## config.mk

```make
export PLATFORM = sky130hd
export DESIGN_NAME = fm_phase_discriminator
export DESIGN_NICKNAME = d
export VERILOG_FILES = /design/src/hw/rtl/fmpd_pkg.sv /design/src/hw/rtl/fmpd_cordic.sv /design/src/hw/rtl/fm_phase_discriminator.sv
export VERILOG_INCLUDE_DIRS = /design/src /design/src/hw/rtl
export SDC_FILE = /design/constraint.sdc
export NUM_CORES = 2
export LEC_CHECK = 0
export ABC_AREA = 1
export BUFFER_PORTS_ARGS = -buffer_cell sky130_fd_sc_hd__clkbuf_2
export CELL_PAD_IN_SITES_DETAIL_PLACEMENT = 0
export CELL_PAD_IN_SITES_GLOBAL_PLACEMENT = 2
export CORE_MARGIN = 3
export CORE_UTILIZATION = 38
export CTS_CLUSTER_DIAMETER = 200
export DETAILED_ROUTE_END_ITERATION = 8
export PLACE_DENSITY = 0.79
export SYNTH_ARGS = -nofsm -noshare
export SYNTH_HDL_FRONTEND = slang
export SYNTH_SLANG_ARGS = --single-unit
export TNS_END_PERCENT = 20
```

## constraint.sdc

```tcl
create_clock -name clk_i -period 20.3 [get_ports clk_i]
set_input_delay 1.015 -clock clk_i [delete_from_list [all_inputs] [get_ports clk_i]]
set_output_delay 1.015 -clock clk_i [all_outputs]
set_load 0.02 [all_outputs]
```

## src/hw/rtl/fm_phase_discriminator_assert.svh

```systemverilog
// Assertion macros for the FM phase discriminator.
// Expects clk_i and rst_ni in the including module's scope.
`ifndef FM_PHASE_DISCRIMINATOR_ASSERT_SVH
`define FM_PHASE_DISCRIMINATOR_ASSERT_SVH

// Checked on every clock edge outside reset.
`define FMPD_ASSERT(name, prop, msg) \
  name: assert property (@(posedge clk_i) disable iff (!rst_ni) (prop)) else $error(msg);

// Checked on every clock edge, reset included.
`define FMPD_ASSERT_ALWAYS(name, prop, msg) \
  name: assert property (@(posedge clk_i) (prop)) else $error(msg);

`endif

```

## src/hw/rtl/fmpd_pkg.sv

```systemverilog
// Shared types, constants and the arctangent table of the FM phase discriminator.
// No dependencies.
package fmpd_pkg;

  // Phase resolution of the binary angle and CORDIC step count.
  localparam int PhaseBits   = 16;
  localparam int CordicIters = 16;
  localparam int IterW       = $clog2(CordicIters);

  // CORDIC datapath width: 17-bit magnitude grown by the CORDIC gain.
  localparam int CordicW     = 20;

  // Audio and filter formats.
  localparam int SampleW     = 16;
  localparam int AudioW      = 32;
  localparam int CoeffW      = 16;
  localparam int FullScaleSh = 15;  // 32767 = 2^15 - 1

  // Register indexes on the configuration port.
  localparam logic [1:0] RegRate   = 2'd0;
  localparam logic [1:0] RegCoeff  = 2'd1;
  localparam logic [1:0] RegEnable = 2'd2;
  localparam logic [1:0] RegStereo = 2'd3;

  // Register reset values.
  localparam logic [15:0] RateReset  = 16'd3413;
  localparam logic [15:0] CoeffReset = 16'd23895;

  // Sequencer states.
  typedef enum logic [2:0] {
    StIdle,
    StCordic,
    StMul,
    StScale,
    StFilt,
    StFin
  } state_e;

  // Status of the CORDIC unit.
  typedef struct packed {
    logic busy;
    logic done;
  } cordic_stat_t;

  // atan(2^-i) as a 32-bit binary angle (full turn 2^32).
  function automatic logic [31:0] atan_turn(input logic [4:0] idx);
    logic [31:0] v;
    case (idx)
      5'd0:    v = 32'd536870912;
      5'd1:    v = 32'd316933406;
      5'd2:    v = 32'd167458907;
      5'd3:    v = 32'd85004756;
      5'd4:    v = 32'd42667331;
      5'd5:    v = 32'd21354465;
      5'd6:    v = 32'd10679838;
      5'd7:    v = 32'd5340245;
      5'd8:    v = 32'd2670163;
      5'd9:    v = 32'd1335087;
      5'd10:   v = 32'd667544;
      5'd11:   v = 32'd333772;
      5'd12:   v = 32'd166886;
      5'd13:   v = 32'd83443;
      5'd14:   v = 32'd41722;
      5'd15:   v = 32'd20861;
      5'd16:   v = 32'd10430;
      5'd17:   v = 32'd5215;
      5'd18:   v = 32'd2608;
      5'd19:   v = 32'd1304;
      5'd20:   v = 32'd652;
      5'd21:   v = 32'd326;
      5'd22:   v = 32'd163;
      5'd23:   v = 32'd81;
      default: v = 32'd0;
    endcase
    return v;
  endfunction

endpackage

```

## src/hw/rtl/fmpd_cordic.sv

```systemverilog
// Iterative vectoring CORDIC: one shift-add micro-rotation per cycle.
// Depends on fmpd_pkg.
module fmpd_cordic
  import fmpd_pkg::*;
(
  input  logic                        clk_i,
  input  logic                        rst_ni,
  input  logic                        start_i,
  input  logic signed [SampleW-1:0]   i_i,
  input  logic signed [SampleW-1:0]   q_i,
  output cordic_stat_t                stat_o,
  output logic        [PhaseBits-1:0] phase_o
);

  localparam logic [31:0] PhaseRound = 32'(1) << (31 - PhaseBits);
  localparam logic [31:0] HalfTurn   = 32'h8000_0000;

  logic                      run_q, run_d;
  logic                      done_q, done_d;
  logic                      zero_q, zero_d;
  logic [IterW-1:0]          cnt_q, cnt_d;
  logic signed [CordicW-1:0] x_q, x_d, y_q, y_d;
  logic [31:0]               acc_q, acc_d;

  logic signed [CordicW-1:0] xi, yi, xs, ys;
  logic [31:0]               atan_v, acc_r;

  // Start vector, turned by a half turn when I is negative
  assign xi = CordicW'(i_i);
  assign yi = CordicW'(q_i);

  // Shared shifter and add/sub for one micro-rotation
  assign xs     = x_q >>> cnt_q;
  assign ys     = y_q >>> cnt_q;
  assign atan_v = atan_turn(5'(cnt_q));

  always_comb begin
    run_d  = run_q;
    done_d = 1'b0;
    zero_d = zero_q;
    cnt_d  = cnt_q;
    x_d    = x_q;
    y_d    = y_q;
    acc_d  = acc_q;
    if (start_i) begin
      run_d  = 1'b1;
      zero_d = (i_i == '0) && (q_i == '0);
      cnt_d  = '0;
      if (i_i[SampleW-1]) begin
        x_d   = -xi;
        y_d   = -yi;
        acc_d = HalfTurn;
      end else begin
        x_d   = xi;
        y_d   = yi;
        acc_d = '0;
      end
    end else if (run_q) begin
      if (!y_q[CordicW-1]) begin
        x_d   = x_q + ys;
        y_d   = y_q - xs;
        acc_d = acc_q + atan_v;
      end else begin
        x_d   = x_q - ys;
        y_d   = y_q + xs;
        acc_d = acc_q - atan_v;
      end
      cnt_d = cnt_q + IterW'(1);
      if (cnt_q == IterW'(CordicIters - 1)) begin
        run_d  = 1'b0;
        done_d = 1'b1;
      end
    end
  end

  always_ff @(posedge clk_i or negedge rst_ni) begin
    if (!rst_ni) begin
      run_q  <= 1'b0;
      done_q <= 1'b0;
      cnt_q  <= '0;
    end else begin
      run_q  <= run_d;
      done_q <= done_d;
      cnt_q  <= cnt_d;
    end
  end

  always_ff @(posedge clk_i) begin
    zero_q <= zero_d;
    x_q    <= x_d;
    y_q    <= y_d;
    acc_q  <= acc_d;
  end

  // Round the accumulator half up to the phase width; a zero vector has phase 0
  assign acc_r   = acc_q + PhaseRound;
  assign phase_o = zero_q ? '0 : acc_r[31 -: PhaseBits];

  assign stat_o.busy = run_q;
  assign stat_o.done = done_q;

endmodule

```

## src/hw/rtl/fm_phase_discriminator.sv

```systemverilog
// FM polar discriminator: CORDIC phase, phase step, gain and optional one-pole de-emphasis.
// Each request runs 16 CORDIC steps, then the StMul, StScale, StFilt and StFin states.
// The single shared CORDIC add/sub unit takes one request at a time: input is ready only
// in StIdle, and StFin waits while the output is stalled. Stereo mode gives two results per request.
// Reset: registers return to their defaults, previous phase and filter state clear.
// Depends on fmpd_pkg, fmpd_cordic and fm_phase_discriminator_assert.svh.
`include "fm_phase_discriminator_assert.svh"

module fm_phase_discriminator
  import fmpd_pkg::*;
(
  input  logic        clk_i,
  input  logic        rst_ni,
  // Input stream
  input  logic        s_axis_tvalid,
  output logic        s_axis_tready,
  input  logic [31:0] s_axis_tdata,   // [15:0] i_sample, [31:16] q_sample
  // Output stream
  output logic        m_axis_tvalid,
  input  logic        m_axis_tready,
  output logic [15:0] m_axis_tdata,   // [15:0] audio_pcm
  output logic        m_axis_tlast,
  // Configuration port
  input  logic        psel,
  input  logic        penable,
  input  logic        pwrite,
  input  logic [3:0]  paddr,
  input  logic [31:0] pwdata,
  output logic [31:0] prdata,
  output logic        pready
);

  localparam int P1W = PhaseBits + CoeffW + 1;
  localparam int P2W = PhaseBits + AudioW;
  localparam int EW  = AudioW + 1;
  localparam int PW  = EW + CoeffW + 1;
  localparam logic signed [P2W-1:0] ScaleRound = P2W'(1) <<< (PhaseBits - 1);
  localparam logic signed [PW-1:0]  FiltRound  = PW'(32768);
  localparam logic signed [AudioW:0] SampRound = (AudioW+1)'(128);
  localparam logic signed [AudioW+2:0] AudMax = (AudioW+3)'(33'sh0_7FFF_FFFF);
  localparam logic signed [AudioW+2:0] AudMin = -(AudioW+3)'(33'sh0_8000_0000);
  localparam logic signed [AudioW-8:0] SmpMax = (AudioW-7)'(32767);
  localparam logic signed [AudioW-8:0] SmpMin = -(AudioW-7)'(32768);

  // Configuration registers
  logic [15:0] rate_q, coeff_q;
  logic        enable_q, stereo_q;
  logic        cfg_wr;

  assign pready = 1'b1;
  assign cfg_wr = psel && penable && pwrite;

  always_ff @(posedge clk_i or negedge rst_ni) begin
    if (!rst_ni) begin
      rate_q   <= RateReset;
      coeff_q  <= CoeffReset;
      enable_q <= 1'b1;
      stereo_q <= 1'b0;
    end else if (cfg_wr) begin
      unique case (paddr[3:2])
        RegRate:   rate_q   <= pwdata[15:0];
        RegCoeff:  coeff_q  <= pwdata[15:0];
        RegEnable: enable_q <= pwdata[0];
        RegStereo: stereo_q <= pwdata[0];
        default: ;
      endcase
    end
  end

  always_comb begin
    unique case (paddr[3:2])
      RegRate:   prdata = {16'd0, rate_q};
      RegCoeff:  prdata = {16'd0, coeff_q};
      RegEnable: prdata = {31'd0, enable_q};
      RegStereo: prdata = {31'd0, stereo_q};
      default:   prdata = '0;
    endcase
  end

  // Sequencer and CORDIC unit
  state_e              state_q, state_d;
  cordic_stat_t        cstat;
  logic [PhaseBits-1:0] phase;
  logic                in_acc, out_acc, fin_load;
  logic [1:0]          out_cnt_q, out_cnt_d;

  assign s_axis_tready = (state_q == StIdle);
  assign in_acc        = s_axis_tvalid && s_axis_tready;
  assign out_acc       = m_axis_tvalid && m_axis_tready;

  fmpd_cordic u_cordic (
    .clk_i   (clk_i),
    .rst_ni  (rst_ni),
    .start_i (in_acc),
    .i_i     (s_axis_tdata[15:0]),
    .q_i     (s_axis_tdata[31:16]),
    .stat_o  (cstat),
    .phase_o (phase)
  );

  // Next state
  always_comb begin
    state_d = state_q;
    unique case (state_q)
      StIdle:   if (in_acc) state_d = StCordic;
      StCordic: if (cstat.done) state_d = StMul;
      StMul:    state_d = StScale;
      StScale:  state_d = StFilt;
      StFilt:   state_d = StFin;
      StFin:    if (out_cnt_q == 2'd0) state_d = StIdle;
      default:  state_d = StIdle;
    endcase
  end

  // Output load: the result leaves once the output register is empty
  always_comb begin
    fin_load = 1'b0;
    unique case (state_q)
      StFin:   fin_load = (out_cnt_q == 2'd0);
      default: fin_load = 1'b0;
    endcase
  end

  // Datapath registers
  logic [PhaseBits-1:0]        prev_q, dstep_q;
  logic signed [P1W-1:0]       p1_q;
  logic signed [AudioW-1:0]    x_q, fo_q, y;
  logic signed [PW-1:0]        prod_q;
  logic [SampleW-1:0]          samp_q, samp;
  logic signed [P2W-1:0]       p2;
  logic signed [EW-1:0]        err;
  logic signed [PW-1:0]        prod_r;
  logic signed [AudioW+2:0]    ysum;
  logic signed [AudioW:0]      yr;
  logic signed [AudioW-8:0]    ys;

  // Scale step: d * rate * (2^15 - 1), rounded half up, shifted by the phase width.
  // Magnitude stays below 2^31 over the whole input range.
  assign p2  = ((P2W'(p1_q)) <<< FullScaleSh) - P2W'(p1_q) + ScaleRound;
  assign err = EW'(x_q) - EW'(fo_q);

  // Filter update with rounding and saturation, bypassed when enable is clear
  assign prod_r = (prod_q + FiltRound) >>> 16;
  assign ysum   = (AudioW+3)'(fo_q) + (AudioW+3)'(prod_r);
  always_comb begin
    if (!enable_q) begin
      y = x_q;
    end else if (ysum > AudMax) begin
      y = AudioW'(AudMax);
    end else if (ysum < AudMin) begin
      y = AudioW'(AudMin);
    end else begin
      y = AudioW'(ysum);
    end
  end

  // Round to whole samples and saturate to 16 bits
  assign yr = ((AudioW+1)'(y) + SampRound) >>> 8;
  always_comb begin
    ys = yr[AudioW-8:0];
    if (ys > SmpMax) begin
      samp = 16'h7FFF;
    end else if (ys < SmpMin) begin
      samp = 16'h8000;
    end else begin
      samp = ys[SampleW-1:0];
    end
  end

  always_ff @(posedge clk_i or negedge rst_ni) begin
    if (!rst_ni) begin
      prev_q <= '0;
      fo_q   <= '0;
    end else begin
      if (state_q == StCordic && cstat.done) prev_q <= phase;
      if (fin_load) fo_q <= y;
    end
  end

  always_ff @(posedge clk_i) begin
    if (state_q == StCordic && cstat.done) dstep_q <= phase - prev_q;
    if (state_q == StMul)   p1_q   <= $signed(dstep_q) * $signed({1'b0, rate_q});
    if (state_q == StScale) x_q    <= p2[PhaseBits +: AudioW];
    if (state_q == StFilt)  prod_q <= $signed({1'b0, coeff_q}) * err;
    if (fin_load)           samp_q <= samp;
  end

  // Output register: one or two copies of the sample
  always_comb begin
    out_cnt_d = out_cnt_q;
    if (fin_load) begin
      out_cnt_d = stereo_q ? 2'd2 : 2'd1;
    end else if (out_acc) begin
      out_cnt_d = out_cnt_q - 2'd1;
    end
  end

  always_ff @(posedge clk_i or negedge rst_ni) begin
    if (!rst_ni) begin
      state_q   <= StIdle;
      out_cnt_q <= 2'd0;
    end else begin
      state_q   <= state_d;
      out_cnt_q <= out_cnt_d;
    end
  end

  assign m_axis_tvalid = (out_cnt_q != 2'd0);
  assign m_axis_tlast  = (out_cnt_q == 2'd1);
  assign m_axis_tdata  = samp_q;

  // Assertions
  `FMPD_ASSERT(a_ready_idle_unit, s_axis_tready |-> !cstat.busy,
               "input ready while CORDIC busy")
  `FMPD_ASSERT(a_accept_starts, in_acc |=> (state_q == StCordic) && cstat.busy,
               "accepted request did not start CORDIC")
  `FMPD_ASSERT(a_done_in_cordic, cstat.done |-> (state_q == StCordic),
               "CORDIC done outside its state")
  `FMPD_ASSERT(a_last_drains, out_acc && m_axis_tlast |=> !m_axis_tvalid,
               "output still valid after last result")

endmodule
```

==> impl_metrics.py <==
metrics = {
    "outcome": {
        "outcome": "finished, final reports clean",
    },
    "die": {
        "rows": 136,
        "ios": 127,
        "start_util_pct": 38.3,
        "core_area_mm2": 0.138,
        "die_width_um": 379,
        "fp.dieH_um": 379,
        "dieArea_mm2": 0.143,
    },
    "timing": {
        "tightest_slew_ns": 1.07,
        "clock.fmax_mhz": 99.7,
        "hold_viol": 0,
        "period_share_pct": 49.4,
        "slew_violations": 0,
        "setup_viol_count_final": 0,
        "fin_crit_ns": 10.03,
        "rsz0062_at_grt": "false",
        "tns_ns": 0,
        "relSlewSlack_pct": 28.4,
        "finClkSkew_ns": 0.0665,
        "fin_ws_ns": 10.27,
    },
    "clock_tree": {
        "clk_pin_slew_worst_paths_ns": 0.05,
        "cts_hold_buffers": 0,
        "cts_sinks": 298,
        "clockRootBuffer": "clkbuf_16",
        "clock_path_buffers": 3,
        "cts_tree": "yes",
        "cts_buffers": 41,
        "ctsResizeCount": 0,
        "postCtsSetupRepairBufs": 0,
        "clk_latency_ns": 0.63,
        "htreeDepth": 2,
    },
    "logic_synthesis": {
        "yosys_warnings": 0,
        "ys.flop_type": "edfxtp_1",
        "synth.area.top_cells": "fa_1 27%, edfxtp_1 12%, ha_1 11%, nand2_1 10%, inv_1 10%",
        "synthesis.area_mm2": 0.0527,
        "yosys_register_bits": 298,
        "synth_edf_count": 205,
        "synth_top_area_share_pct": 26.6,
        "synthCells": 6825,
        "synth-seq-area-share_pct": 16.1,
        "synth_top_cell_by_area": "fa_1",
        "synth_area_per_cell_um2": 7.73,
        "async_flop_share_pct": 31.2,
        "yosysUniqueCellTypes": 64,
    },
    "routing": {
        "ant_nets": 0,
        "drc": 0,
        "totalWireLength_mm": 156,
        "drt_iter0_markers": 2320,
        "wl_per_cell_um": 18.1,
        "drt_pass1_iterations": 5,
        "via_per_inst": 4.92,
        "via_count": 42400,
    },
    "layout": {
        "syn_to_final_growth_pct": 6.62,
        "drive_above_1_share_pct": 5.91,
        "postLayoutCoreUtil_pct": 40.9,
        "final_cell_mix": "1,471 x nand2_1, 1,452 x inv_1, 701 x fa_1, 522 x nor2_1, 468 x ha_1",
        "final_common_cell": "nand2_1",
        "fill_cells": 14300,
        "final_net_count": 8030,
    },
    "grt": {
        "grt_pass1_wl_mm": 249,
        "grt_max_degree": 55,
        "grt_antenna_before_repair": 0,
        "grt_use_total_pct": 22.2,
        "grt_pass1_vias": 43600,
        "grt.overflow.total": 0,
    },
    "setup_path": {
        "critical_path_class": "flop to flop",
        "end_kind": "flop",
        "regToRegStartpoint": "x_q[0]",
        "slowest_stage": "o311ai_0",
        "worstPathRequired_ns": 20.66,
        "critical_path.max_stage_delay_ns": 0.67,
        "crit_arrival_ns": 10.40,
        "start_kind": "flop",
        "reg2reg_to": "prod_q[48]",
        "path_max_fanout": 11,
        "ff2ff_path_depth": 37,
        "r2r_slack_ns": 10.27,
    },
    "hold_path": {
        "hold_class": "primary input to asynchronous set/reset pin",
    },
    "flow_run": {
        "cap_violations": 0,
    },
    "place": {
        "hpwl_mm": 127,
        "dp_slack_ns": 10.27,
        "gp_congestion": 0.859,
        "io_buffers": 91,
    },
}
[layer usage]
metal,up-vias,global-route usage [%],routed length [um]
li1,20900,-,-
met3,135,1.86,5030
met1,20700,30.1,71300
met5,-,0,0
met4,0,5.10,3760
met2,668,38.4,76100
[cell families (layout without fill, tap and decap cells)]
| group | count (synthesis) | count (layout) | synth area share, % |
|---|---|---|---|
| xor gates and xnor gates | 286 | 286 | 4.75 |
| buffers and inverters | 1704 | 1683 | 12.4 |
| other | 2 | 18 | 0.0142 |
| muxes | 16 | 16 | 0.304 |
| adders and majority gates | 1169 | 1169 | 37.7 |
| AOI/OAI and AO/OA | 921 | 921 | 9.73 |
| and+or+nand+nor | 2429 | 2429 | 19.0 |
| DFF | 298 | 298 | 16.1 |
[sequential cells by signal (all words and copies together) (netlist names), 20 cells and up]
register	flops
fo_q	32
p1_q	33
prod_q	35
u_cordic.acc_q	32
u_cordic.x_q	20
u_cordic.y_q	20
x_q	32
[area by class of cell]
cell class	count	area, um2	area share, %
multi-input cells	4838	37800	67.3
flip-flops and latches	298	8510	15.1
inverters	1468	5510	9.80
well taps	1794	2240	3.99
clock buffers	50	1100	1.96
repair buffers	139	818	1.46
clock inverters	26	216	0.385
diodes	1	2.50	0.00445
[critical path, delay by kind of cell, from the launching register on]
family	cells	cell delay, ns
DFF	1	0.53
and+or+nand+nor	8	1.32
adders and majority gates	9	3.81
xor gates and xnor gates	1	0.19
AOI/OAI and AO/OA	12	3.07
buffers and inverters	7	0.85
[cell usage after synthesis (21+ instances only)]
| cell type | count |
|---|---|
| nor3_1 | 59 |
| a21o_1 | 22 |
| fa_1 | 701 |
| o21ai_0 | 338 |
| o21a_1 | 30 |
| or2_2 | 100 |
| xnor2_1 | 95 |
| nand2_2 | 21 |
| ha_1 | 468 |
| o21bai_1 | 21 |
| nand4_1 | 33 |
| xor2_1 | 191 |
| a21oi_1 | 357 |
| nand2_1 | 1472 |
| dfrtp_1 | 75 |
| edfxtp_1 | 205 |
| nor2_1 | 527 |
| nand3_1 | 152 |
| inv_1 | 1452 |
| clkbuf_1 | 189 |
| o22ai_1 | 26 |
[metrics by stage]
stage / hold slack (ns) / area [um2] / instances
detailed placement: 0.483 / 54900 / 8537
global placement: 0.476 / 54900 / 8537
CTS: 0.488 / 56200 / 8613
global route: 0.518 / 56200 / 8613
floorplan: 0.457 / 52800 / 6840
finish: 0.489 / 56200 / 8614
[how the worst max path moves through the flow]
stage / startpoint / end / slack (ns) / depth (start not counted)
4_1_cts: x_q[0] / prod_q[45] / 10.24 / 36
2_1_floorplan: x_q[0] / prod_q[48] / 12.23 / 40
5_1_grt: x_q[0] / prod_q[43] / 9.59 / 41
3_3_place_gp: x_q[0] / prod_q[43] / 10.30 / 40
3_5_place_dp: x_q[0] / prod_q[45] / 10.27 / 36
6_report: x_q[0] / prod_q[48] / 10.27 / 37
Power is left out: the tool's default activity adds up to more than one toggle a clock period on the data nets, which glitch-free logic cannot reach.
